### src/design/free_page_stack_allocator_unit_defines.svh
// Assertion macros for the free page stack allocator.
// Used by the top level; no other dependencies.
`ifndef FREE_PAGE_STACK_ALLOCATOR_UNIT_DEFINES_SVH
`define FREE_PAGE_STACK_ALLOCATOR_UNIT_DEFINES_SVH

// Same-cycle implication, disabled while reset is asserted.
`define FPSA_ASSERT_NOW(lbl, clk, rst_n, ante, cons, msg) \
  lbl: assert property (@(posedge clk) disable iff (!(rst_n)) (ante) |-> (cons)) \
    else $error(msg);

// Next-cycle implication, disabled while reset is asserted.
`define FPSA_ASSERT_NEXT(lbl, clk, rst_n, ante, cons, msg) \
  lbl: assert property (@(posedge clk) disable iff (!(rst_n)) (ante) |=> (cons)) \
    else $error(msg);

`endif

### src/design/fpsa_pkg.sv
// Shared types and constants for the free page stack allocator.
// No dependencies; used by every module of the block.
package fpsa_pkg;

  localparam int unsigned DATA_W       = 32;
  localparam int unsigned COUNT_W      = 7;
  localparam int unsigned FREE_BYTES_W = 28;
  localparam int unsigned STATUS_W     = 2;

  localparam int unsigned DEF_MAX_PAGES  = 32768;
  localparam int unsigned DEF_PAGE_SHIFT = 12;
  localparam int unsigned DEF_MAX_BATCH  = 64;

  localparam logic CMD_FREE  = 1'b0;
  localparam logic CMD_ALLOC = 1'b1;

  localparam logic [STATUS_W-1:0] STATUS_OK       = 2'd0;
  localparam logic [STATUS_W-1:0] STATUS_BAD_ADDR = 2'd1;
  localparam logic [STATUS_W-1:0] STATUS_FULL     = 2'd2;

  localparam logic REG_LOW_LIMIT  = 1'b0;
  localparam logic REG_HIGH_LIMIT = 1'b1;

  localparam logic [DATA_W-1:0] LOW_LIMIT_RST  = 32'h8000_0000;
  localparam logic [DATA_W-1:0] HIGH_LIMIT_RST = 32'h8800_0000;

  // Request to the shared add/subtract/compare unit.
  typedef struct packed {
    logic              sub;
    logic [DATA_W-1:0] a;
    logic [DATA_W-1:0] b;
  } alu_req_t;

  typedef struct packed {
    logic [DATA_W-1:0] sum;
    logic              lt;   // a < b, valid for subtract only
  } alu_rsp_t;

endpackage

### src/design/fpsa_ctrl.sv
// Sequencer of the allocator: runs free and allocate commands through the
// shared ALU and the stack RAM, and holds the result register. Uses fpsa_pkg.
module fpsa_ctrl #(
  parameter int unsigned MAX_PAGES  = fpsa_pkg::DEF_MAX_PAGES,
  parameter int unsigned PAGE_SHIFT = fpsa_pkg::DEF_PAGE_SHIFT,
  parameter int unsigned MAX_BATCH  = fpsa_pkg::DEF_MAX_BATCH,
  localparam int unsigned CNT_W     = $clog2(MAX_PAGES + 1),
  localparam int unsigned IDX_W     = $clog2(MAX_PAGES),
  localparam int unsigned PAGE_W    = fpsa_pkg::DATA_W - PAGE_SHIFT
) (
  input  logic                              clk_i,
  input  logic                              rst_ni,
  input  logic [fpsa_pkg::DATA_W-1:0]       low_limit_i,
  input  logic [fpsa_pkg::DATA_W-1:0]       high_limit_i,
  input  logic                              in_valid_i,
  output logic                              in_ready_o,
  input  logic                              command_i,
  input  logic [fpsa_pkg::DATA_W-1:0]       address_i,
  input  logic [fpsa_pkg::COUNT_W-1:0]      count_i,
  output logic                              out_valid_o,
  input  logic                              out_ready_i,
  output logic [fpsa_pkg::DATA_W-1:0]       page_address_o,
  output logic                              granted_o,
  output logic [fpsa_pkg::COUNT_W-1:0]      granted_count_o,
  output logic [fpsa_pkg::FREE_BYTES_W-1:0] free_bytes_o,
  output logic [fpsa_pkg::STATUS_W-1:0]     status_o,
  output logic                              last_o,
  output fpsa_pkg::alu_req_t                alu_req_o,
  input  fpsa_pkg::alu_rsp_t                alu_rsp_i,
  output logic                              ram_we_o,
  output logic [IDX_W-1:0]                  ram_waddr_o,
  output logic [PAGE_W-1:0]                 ram_wdata_o,
  output logic                              ram_re_o,
  output logic [IDX_W-1:0]                  ram_raddr_o,
  input  logic [PAGE_W-1:0]                 ram_rdata_i
);

  localparam int unsigned FB_WIDE_W = fpsa_pkg::DATA_W + PAGE_SHIFT;
  localparam logic [fpsa_pkg::COUNT_W-1:0] BATCH_MAX = fpsa_pkg::COUNT_W'(MAX_BATCH);
  localparam logic [CNT_W-1:0] CNT_FULL = CNT_W'(MAX_PAGES);

  localparam logic [3:0] S_IDLE   = 4'd0;
  localparam logic [3:0] S_F_LO   = 4'd1;
  localparam logic [3:0] S_F_HI   = 4'd2;
  localparam logic [3:0] S_F_PUSH = 4'd3;
  localparam logic [3:0] S_A_MIN  = 4'd4;
  localparam logic [3:0] S_A_LEFT = 4'd5;
  localparam logic [3:0] S_POP    = 4'd6;
  localparam logic [3:0] S_POPW   = 4'd7;
  localparam logic [3:0] S_OUT    = 4'd8;

  logic [3:0]                   state_q, state_d;
  logic [CNT_W-1:0]             free_cnt_q, free_cnt_d;
  logic                         bad_q, bad_d;
  logic [fpsa_pkg::COUNT_W-1:0] want_q, want_d;
  logic [fpsa_pkg::COUNT_W-1:0] grant_n_q, grant_n_d;
  logic [fpsa_pkg::COUNT_W-1:0] gcnt_q, gcnt_d;
  logic [fpsa_pkg::DATA_W-1:0]  addr_q, addr_d;

  logic [fpsa_pkg::DATA_W-1:0]       page_q, page_d;
  logic                              granted_q, granted_d;
  logic [fpsa_pkg::COUNT_W-1:0]      ocnt_q, ocnt_d;
  logic [fpsa_pkg::FREE_BYTES_W-1:0] fb_q, fb_d;
  logic [fpsa_pkg::STATUS_W-1:0]     status_q, status_d;
  logic                              last_q, last_d;

  logic [fpsa_pkg::COUNT_W-1:0] count_one;
  logic [fpsa_pkg::COUNT_W-1:0] count_sat;
  logic [FB_WIDE_W-1:0]         fb_cnt_wide, fb_alu_wide;
  logic                         misaligned;

  assign count_one  = (count_i == '0) ? fpsa_pkg::COUNT_W'(1) : count_i;
  assign count_sat  = (count_one > BATCH_MAX) ? BATCH_MAX : count_one;
  assign misaligned = addr_q[PAGE_SHIFT-1:0] != '0;

  // Free bytes from the current count and from the ALU result.
  assign fb_cnt_wide = FB_WIDE_W'(free_cnt_q) << PAGE_SHIFT;
  assign fb_alu_wide = FB_WIDE_W'(alu_rsp_i.sum) << PAGE_SHIFT;

  always_comb begin
    state_d    = state_q;
    free_cnt_d = free_cnt_q;
    bad_d      = bad_q;
    want_d     = want_q;
    grant_n_d  = grant_n_q;
    gcnt_d     = gcnt_q;
    addr_d     = addr_q;
    page_d     = page_q;
    granted_d  = granted_q;
    ocnt_d     = ocnt_q;
    fb_d       = fb_q;
    status_d   = status_q;
    last_d     = last_q;

    alu_req_o.sub = 1'b1;
    alu_req_o.a   = fpsa_pkg::DATA_W'(free_cnt_q);
    alu_req_o.b   = fpsa_pkg::DATA_W'(1);

    ram_we_o    = 1'b0;
    ram_waddr_o = free_cnt_q[IDX_W-1:0];
    ram_wdata_o = addr_q[fpsa_pkg::DATA_W-1:PAGE_SHIFT];
    ram_re_o    = 1'b0;
    ram_raddr_o = alu_rsp_i.sum[IDX_W-1:0];

    unique case (state_q)
      S_IDLE: begin
        if (in_valid_i) begin
          addr_d  = address_i;
          want_d  = count_sat;
          gcnt_d  = '0;
          state_d = (command_i == fpsa_pkg::CMD_FREE) ? S_F_LO : S_A_MIN;
        end
      end
      S_F_LO: begin
        alu_req_o.a = addr_q;
        alu_req_o.b = low_limit_i;
        bad_d       = misaligned | alu_rsp_i.lt;
        state_d     = S_F_HI;
      end
      S_F_HI: begin
        alu_req_o.a = addr_q;
        alu_req_o.b = high_limit_i;
        page_d      = '0;
        granted_d   = 1'b0;
        ocnt_d      = '0;
        last_d      = 1'b1;
        fb_d        = fb_cnt_wide[fpsa_pkg::FREE_BYTES_W-1:0];
        if (bad_q || !alu_rsp_i.lt) begin
          status_d = fpsa_pkg::STATUS_BAD_ADDR;
          state_d  = S_OUT;
        end else if (free_cnt_q == CNT_FULL) begin
          status_d = fpsa_pkg::STATUS_FULL;
          state_d  = S_OUT;
        end else begin
          state_d = S_F_PUSH;
        end
      end
      S_F_PUSH: begin
        alu_req_o.sub = 1'b0;
        ram_we_o      = 1'b1;
        free_cnt_d    = alu_rsp_i.sum[CNT_W-1:0];
        fb_d          = fb_alu_wide[fpsa_pkg::FREE_BYTES_W-1:0];
        status_d      = fpsa_pkg::STATUS_OK;
        state_d       = S_OUT;
      end
      S_A_MIN: begin
        // Grant the smaller of the wanted count and the pool size.
        alu_req_o.b = fpsa_pkg::DATA_W'(want_q);
        grant_n_d   = alu_rsp_i.lt ? fpsa_pkg::COUNT_W'(free_cnt_q) : want_q;
        state_d     = S_A_LEFT;
      end
      S_A_LEFT: begin
        alu_req_o.b = fpsa_pkg::DATA_W'(grant_n_q);
        fb_d        = fb_alu_wide[fpsa_pkg::FREE_BYTES_W-1:0];
        status_d    = fpsa_pkg::STATUS_OK;
        if (grant_n_q == '0) begin
          page_d    = '0;
          granted_d = 1'b0;
          ocnt_d    = '0;
          last_d    = 1'b1;
          state_d   = S_OUT;
        end else begin
          state_d = S_POP;
        end
      end
      S_POP: begin
        ram_re_o   = 1'b1;
        free_cnt_d = alu_rsp_i.sum[CNT_W-1:0];
        gcnt_d     = gcnt_q + fpsa_pkg::COUNT_W'(1);
        state_d    = S_POPW;
      end
      S_POPW: begin
        page_d    = {ram_rdata_i, {PAGE_SHIFT{1'b0}}};
        granted_d = 1'b1;
        ocnt_d    = gcnt_q;
        last_d    = gcnt_q == grant_n_q;
        state_d   = S_OUT;
      end
      S_OUT: begin
        if (out_ready_i) begin
          state_d = last_q ? S_IDLE : S_POP;
        end
      end
      default: begin
        state_d = S_IDLE;
      end
    endcase
  end

  always_ff @(posedge clk_i or negedge rst_ni) begin
    if (!rst_ni) begin
      state_q    <= S_IDLE;
      free_cnt_q <= '0;
    end else begin
      state_q    <= state_d;
      free_cnt_q <= free_cnt_d;
    end
  end

  always_ff @(posedge clk_i) begin
    bad_q     <= bad_d;
    want_q    <= want_d;
    grant_n_q <= grant_n_d;
    gcnt_q    <= gcnt_d;
    addr_q    <= addr_d;
    page_q    <= page_d;
    granted_q <= granted_d;
    ocnt_q    <= ocnt_d;
    fb_q      <= fb_d;
    status_q  <= status_d;
    last_q    <= last_d;
  end

  assign in_ready_o      = state_q == S_IDLE;
  assign out_valid_o     = state_q == S_OUT;
  assign page_address_o  = page_q;
  assign granted_o       = granted_q;
  assign granted_count_o = ocnt_q;
  assign free_bytes_o    = fb_q;
  assign status_o        = status_q;
  assign last_o          = last_q;

endmodule

### config.mk
export PLATFORM = sky130hd
export DESIGN_NAME = fpsa_ctrl
export DESIGN_NICKNAME = d
export VERILOG_FILES = /design/src/design/free_page_stack_allocator_unit_defines.svh /design/src/design/fpsa_pkg.sv /design/src/design/fpsa_ctrl.sv
export SDC_FILE = /design/constraint.sdc
export NUM_CORES = 1
export LEC_CHECK = 0
export ABC_CLOCK_PERIOD_IN_PS = 3300
export BUFFER_PORTS_ARGS = -buffer_cell sky130_fd_sc_hd__buf_4
export CAP_MARGIN = 20
export CORE_AREA = 5 5 134 136
export CTS_CLUSTER_DIAMETER = 30
export DETAILED_ROUTE_END_ITERATION = 8
export DIE_AREA = 0 0 139 141
export PLACE_DENSITY_LB_ADDON = 0.12
export SYNTH_ARGS = -nofsm -noshare
export SYNTH_HDL_FRONTEND = slang
export SYNTH_SLANG_ARGS = --single-unit
### constraint.sdc
create_clock -name clk_i -period 3.3 [get_ports clk_i]
set_input_delay 0.495 -clock clk_i [delete_from_list [all_inputs] [get_ports clk_i]]
set_output_delay 0.495 -clock clk_i [all_outputs]
set_load 0.01 [all_outputs]
==> results.cfg <==
[sta]
slew_headroom_pct = 54.9
worst_slack_ns = 0.365
rsz0062_at_grt = no
drv_slew = 0
period_share_pct = 88.9
skew_ns = 0.00788
hold-worst-slack_ns = 0.247
setup_tns_ns = 0
max_freq_mhz = 341
hold_viol_final = 0
finalSetupViolations = 0
worstMarginPinSlew_ns = 0.674
period_needed_ns = 2.94

[die]
die_area_um2 = 19600
start_util_pct = 36.6
die_w_um = 139
io_pins = 351
fp.dieH_um = 141
num_rows = 48
coreArea_um2 = 16800

[cts]
cts_buffer_depth = 2
clk_latency_ns = 0.42
cts_buffers = 17
cts.htree.levels = 4
root_buffer = clkbuf_16
clk_pin_slew_ns = 0.06
cts.sinks = 121
post-cts-setup-buffers = 0
cts-hold-fix-buffers = 1
cts_tree = yes
cts.repair.resized = 0

[synth]
netlist.area_leader.share_pct = 49.3
yosys_warnings = 0
ys.flop_type = edfxtp_1
mappedNetlistArea_um2 = 6150
synth_area_leaders = edfxtp_1, buf_4, mux2_2, dfrtp_1, and2_1
async_flop_share_pct = 16.5
ys_seq_area_share_pct = 57.4
synth-simple-area-share_pct = 12.0
synth.avg_cell_area_um2 = 13.3
synthXorXnorAreaFrac_pct = 1.71
netlist-cell-type-count = 51
synth_compound_area_share_pct = 6.95
ys_ff_latch = 121
synth_cells = 463
synth_edf_count = 101
synth_adder_area_share_pct = 0.203
synth_top_family_by_area = simple AND/OR/NAND/NOR gates
synth_top_area_cell = edfxtp_1
synthMuxAreaShare_pct = 10.7

[run_status]
status = completed

[power]
p_leak_nw = 3.88
seqPwrFrac_pct = 34.1
p_sw_mw = 2.79
power.internal_mw = 5.40
pwr-share-clk_pct = 24.1
ir_drop_v = 0.000570
power_frac_comb_pct = 41.9
switching_share_pct = 34.0
p_per_area_nw_per_um2 = 917

[job]
maxCapViolations = 0

[cells_and_area]
nets = 893
area_growth_pct = 45.0
final_area_um2 = 8920
layout-drive-gt1-share_pct = 57.0
utilization_pct = 53.1
n_fill_cell = 1505
antenna_cells = 0

[grt]
grt_pass1_vias = 4930
antenna_found_initial = 0
grt_max_degree = 32
grt_pass1_wl_mm = 28.2
grt_overflow = 0
grt_util_all_layers_pct = 18.7

[routing]
dr.pass1.iters = 4
viasPerCell = 4.67
routedWlPerCell_um = 19.0
drt.antenna.violating_nets = 0
wl_mm = 18.4
dr.first_iter.drc_count = 157
drc = 0
via_count = 4527

[place]
place_hpwl_mm = 14.5
place_congestion = 0.926
placedInstanceArea_um2 = 8290
portBuffers = 310
post-place-ws_ns = 0.720

[worst_setup_path]
start_kind = register
crit_chain = nand2b_2 -> nor3_4 -> buf_4 -> a22o_1 -> buf_4
critPathMaxStageDelay_ns = 0.55
path_buf_inv = 2
worstSetupEndpointType = primary output
crit_path_top_delay_cell = nor3_4
cp.required_ns = 2.80
critPathKind = reg2out
path_delay_family = simple AND/OR/NAND/NOR gates
worstPathArrival_ns = 2.44
cpMostUsedCell = buf_4
crit_path_max_fanout = 14

[min_path]
min_path_type = in2reg
[cells by family after synthesis]
family                     Yosys count
and+or+nand+nor                    121
other                                1
muxes                               55
AOI/OAI and AO/OA                   54
buffers and inverters               98
adders and majority gates            1
DFF                                121
xor gates and xnor gates            12
[stage by stage]
stage | power, mW | instances
floorplan | 4.70 | 486
global placement | 6.27 | 936
detailed placement | 6.30 | 936
CTS | 8.31 | 969
global route | 8.65 | 969
finish | 8.19 | 969
[worst paths after layout]
check / startpoint / to / slack [ns] / cells after the start
max in group asynchronous: rst_ni / free_cnt_q[11] / 2.56 / 2
worst min register to register: addr_q[8] / bad_q / 0.60 / 2
min in group asynchronous: rst_ni / free_cnt_q[12] / 0.51 / 2
worst max-delay path: state_q[1] / alu_req_o[27] / 0.36 / 5
worst max register to register: grant_n_q[2] / page_address_o[27] / 0.76 / 5
worst min-delay path: address_i[12] / addr_q[12] / 0.25 / 1
[synthesized netlist by cell type (4+ instances only)]
cell	instances
dfrtp_1	20
mux2_2	45
xor2_1	5
xnor2_1	7
edfxtp_1	101
buf_2	7
a22o_1	26
nor2b_1	6
mux2_4	10
nand2_1	12
and2_1	48
nor2_1	16
nor4_1	7
buf_4	78
a22oi_1	12
nor3_1	4
clkbuf_1	10
[per-layer routing]
layer | track usage [%] | routed length (um)
met2 | 33.5 | 9590
met3 | 7.02 | 1610
met5 | 0 | 0
met1 | 20.5 | 6890
met4 | 5.87 | 326
[registers in the layout, indices dropped and copies added (netlist names)]
name	count
gcnt_q	7
bad_q	1
status_o	2
free_cnt_q	16
state_q	4
grant_n_q	7
last_o	1
page_address_o	20
granted_o	1
free_bytes_o	16
addr_q	32
want_q	7
granted_count_o	7
[power by group through the flow]
stage               combinational [mW]  sequential, mW  clock (mW)
floorplan                         2.01            2.69           0
global placement                  3.45            2.82           0
detailed placement                3.48            2.83           0
CTS                               3.49            2.81        2.01
global route                      3.70            2.87        2.09
finish                            3.43            2.79        1.97
[area by class of cell]
cell class / instances / area (um^2) / area share, %
Clock buffer: 18 / 429 / 4.81
Inverter: 2 / 10.0 / 0.112
Sequential cell: 121 / 3530 / 39.6
Timing Repair Buffer: 322 / 2420 / 27.1
Tap cell: 225 / 282 / 3.15
Clock inverter: 14 / 198 / 2.22
Multi-Input combinational cell: 267 / 2050 / 23.0
[cell usage in the layout (no fill, tap or decap), types with 5 or more instances in the layout]
cell type	count
mux2_2	45
mux2_4	10
and2_1	47
clkbuf_16	17
buf_4	321
xnor2_1	7
xor2_1	5
conb_1	24
dfrtp_1	20
nand2_1	12
a22oi_1	12
nor4_1	7
nor2_1	16
nor2b_1	6
a22o_1	26
edfxtp_1	101
(Power assumes the default switching activity.)
